==> src/hw/rtl/smpt_ram.sv <==
// ----------------------------------------------------------------------------
// Generic single-port RAM
// One write or one read per cycle, registered read data.
// ----------------------------------------------------------------------------
module smpt_ram #(
  parameter int WIDTH = 1,
  parameter int DEPTH = 16
) (
  input  logic                     clk,
  input  logic                     we,
  input  logic [$clog2(DEPTH)-1:0] addr,
  input  logic [WIDTH-1:0]         wdata,
  output logic [WIDTH-1:0]         rdata
);

  logic [WIDTH-1:0] mem [DEPTH];

  always_ff @(posedge clk) begin
    if (we) begin
      mem[addr] <= wdata;
    end
    rdata <= mem[addr];
  end

endmodule

==> config.mk <==
export PLATFORM = sky130hd
export DESIGN_NAME = smpt_ram
export DESIGN_NICKNAME = d
export VERILOG_FILES = /design/src/hw/rtl/smpt_ram.sv
export SDC_FILE = /design/constraint.sdc
export NUM_CORES = 1
export LEC_CHECK = 0
export BUFFER_PORTS_ARGS = -buffer_cell sky130_fd_sc_hd__buf_2
export CORE_MARGIN = 2
export CORE_UTILIZATION = 54
export DETAILED_ROUTE_END_ITERATION = 10
export GPL_TIMING_DRIVEN = 1
export HOLD_SLACK_MARGIN = 0.15
export PLACE_DENSITY = 0.79
export REMOVE_ABC_BUFFERS = 1
export SLEW_MARGIN = 20
export SYNTH_ARGS = -nofsm -noshare
export SYNTH_HDL_FRONTEND = slang
export SYNTH_SLANG_ARGS = --single-unit
==> constraint.sdc <==
create_clock -name clk -period 1.6 [get_ports clk]
set_input_delay 0.32 -clock clk [delete_from_list [all_inputs] [get_ports clk]]
set_output_delay 0.32 -clock clk [all_outputs]
set_load 0.03 [all_outputs]
==> impl_results.md <==
- Status: completed
- Total clock buffers created by CTS: 3
- Setup WS pre-CTS: 44.4 ps
- Core Util, Final: 62.9%
- # port buffers: 7
- Sequential share of the synthesized area: 65.6%
- Grt total ovfl: 0
- Worst path most repeated cell: mux2i_1
- Min-delay worst type: in2reg
- Seq cells post-synth: 17
- RSZ-0062 raised after global routing: false
- Maximum clock rate: 790 MHz
- Synth area leaders: edfxtp_1 63%, mux4_1 14%, nor2_1 5.9%
- # hold bufs at CTS: 0
- Critical path type: reg2reg
- Synth warnings: 0
- Crit path cell chain: mux4_1, mux2i_1, mux2i_1
- Post_cts resized: 0
- CP peak stage delay: 530 ps
- Buf+Inv Stages, Crit Path: 0
- Vias in the first global route: 455
- Buffer depth of the longest clock path: 2
- Post CTS Setup Buffer Count: 0
- Die Wd: 41.6 µm
- Final Routed Wirelength: 1.24 mm
- DR WL/cell: 16.9 µm
- Worst skew pair latency: 300 ps
- Detail Route Antenna Nets: 0
- GP Congestion: 0.730
- Slowest stage cell, crit path: mux4_1
- Worst slew pin tran: 243 ps
- # rows: 13
- First DRT Iteration DRCs: 0
- Die ar.: 1730 µm²
- DIE HEIGHT: 41.6 µm
- N_diodes: 0
- Initial antenna violation count: 0
- Startpoint types: register
- Root Driver: clkbuf_4
- Area of the mapped netlist: 763 µm²
- Pwr/cell area: 969 nW/µm²
- Fillers: 106
- Residual DRC: 0
- Share of cells above drive strength 1: 20.7%
- Worst rel slew slack: 83.8%
- CP max FO: 1
- Tot GR Track Use: 17.1%
- Lkg Pwr: 0.291 nW
- Crit end category: register
- Clock Sinks: 17
- Tmin final: 1270 ps
- Post-synth top area share: 63.0%
- Post-synthesis cell count: 49
- Routed vias/inst: 6.08
- Fin. max-slew vios: 0
- H-tree Lvls: 1
- Nets@finish: 66
- Pre-antenna DRT Iters: 1
- CTS tree: built
- Maxcap violations: 0
- Post-route setup slack: 335 ps
- Largest area contributor in the netlist: edfxtp_1
- Post-DP HPWL: 843 µm
- Fin crit share: 79.1%
- First-pass GRT wire length: 2.07 mm
- Avg Cell Area, Syn: 15.6 µm²
- Initial Utilization: 57.9%
- Setup skew after layout: 4.74 ps
- Clock slew at reported path FFs: 100 ps
- Worst path required time: 1800 ps
- Setup TNS: 0 ps
- Setup-failing EPs final: 0
- Distinct cells, synth: 14
- Vias: 444
- Reg area: 500 µm²
- Worst EP arrival: 1460 ps
- Maximum VDD drop: 0.547 mV
- Core ar.: 1320 µm²
- Final hold viol count: 0
- I/O pin count: 8
- Area growth syn-to-layout: 8.52%
- Largest net degree at the start of global routing: 17
- Multi-input gate area: 246 µm²
- CP top delay family: multiplexers
worst reg2reg max path, cell delays in order, from the launching register on:
cell and delay (ps):
edfxtp_1 370, mux4_1 530, mux2i_1 180, mux2i_1 90
cell usage after synthesis:
| library cell | instances |
|---|---|
| nand3_1 | 1 |
| edfxtp_1 | 16 |
| nand2_1 | 1 |
| or3b_2 | 1 |
| nor2_1 | 12 |
| mux4_1 | 4 |
| nor3_1 | 4 |
| nand3b_1 | 2 |
| buf_2 | 1 |
| buf_6 | 1 |
| or2b_1 | 1 |
| dfxtp_1 | 1 |
| mux2i_1 | 3 |
| nand2b_1 | 1 |
flip-flops by register name, summed over array words and instances (netlist names):
| signal | cells |
|---|---|
| mem | 16 |
| rdata | 1 |
path summary, 6_finish.rpt:
| check | slack, ps | from | to | cells after the start |
|---|---|---|---|---|
| hold reg to reg | 760 | mem[3] | rdata | 3 |
| setup / recovery | 330 | mem[9] | rdata | 3 |
| hold / removal | 280 | addr[2] | rdata | 2 |
| setup reg to reg | 330 | mem[9] | rdata | 3 |
per-layer routing:
| layer | vias up | track usage (%) | part of all wire (%) |
|---|---|---|---|
| met4 | 0 | 9.68 | 2.5 |
| met3 | 5 | 4.35 | 4.0 |
| li1 | 208 | - | - |
| met2 | 11 | 27.5 | 50 |
| met5 | - | 0 | 0 |
| met1 | 220 | 20.8 | 44 |
layout by cell type, fill, tap and decap left out:
master and n:
or3b_2 1, clkinv_2 1, nand3_1 1, buf_2 7, nand3b_1 2, nand2b_1 1
nor3_1 4, nand2_1 1, or2b_1 1, mux2i_1 3, dfxtp_1 1, mux4_1 4
nor2_1 12, clkbuf_4 3, edfxtp_1 16
logic make-up after synthesis:
logic type | Yosys count | share of synthesized area, %
buffers and inverters | 2 | 2.13
DFF | 17 | 65.6
muxes | 7 | 17.7
and+or+nand+nor | 23 | 14.6
layout make-up:
class                           instances  share of cell area [%]
Clock buffer                            3                    2.72
Clock inverter                          1                   0.604
Multi-Input combinational cell         30                    29.8
Sequential cell                        17                    60.4
Tap cell                               15                    2.27
Timing Repair Buffer                    7                    4.23
where the power goes:
| part | leakage (nW) | total [mW] | switching (mW) | internal [mW] |
|---|---|---|---|---|
| clock | 0.0177 | 0.233 | 0.139 | 0.0933 |
| sequential | 0.153 | 0.499 | 0.00223 | 0.497 |
| combinational | 0.121 | 0.0708 | 0.0434 | 0.0274 |
| total | 0.291 | 0.803 | 0.185 | 0.618 |
metrics by stage:
stage	instances	total power, mW	area, µm²	hold slack [ps]
2_1_floorplan	47	0.546	747	419
3_3_place_gp	69	0.577	801	584
3_5_place_dp	69	0.580	801	598
4_1_cts	73	0.806	828	280
5_1_grt	73	0.834	828	281
6_report	73	0.803	828	277
(Power assumes the default switching activity.)
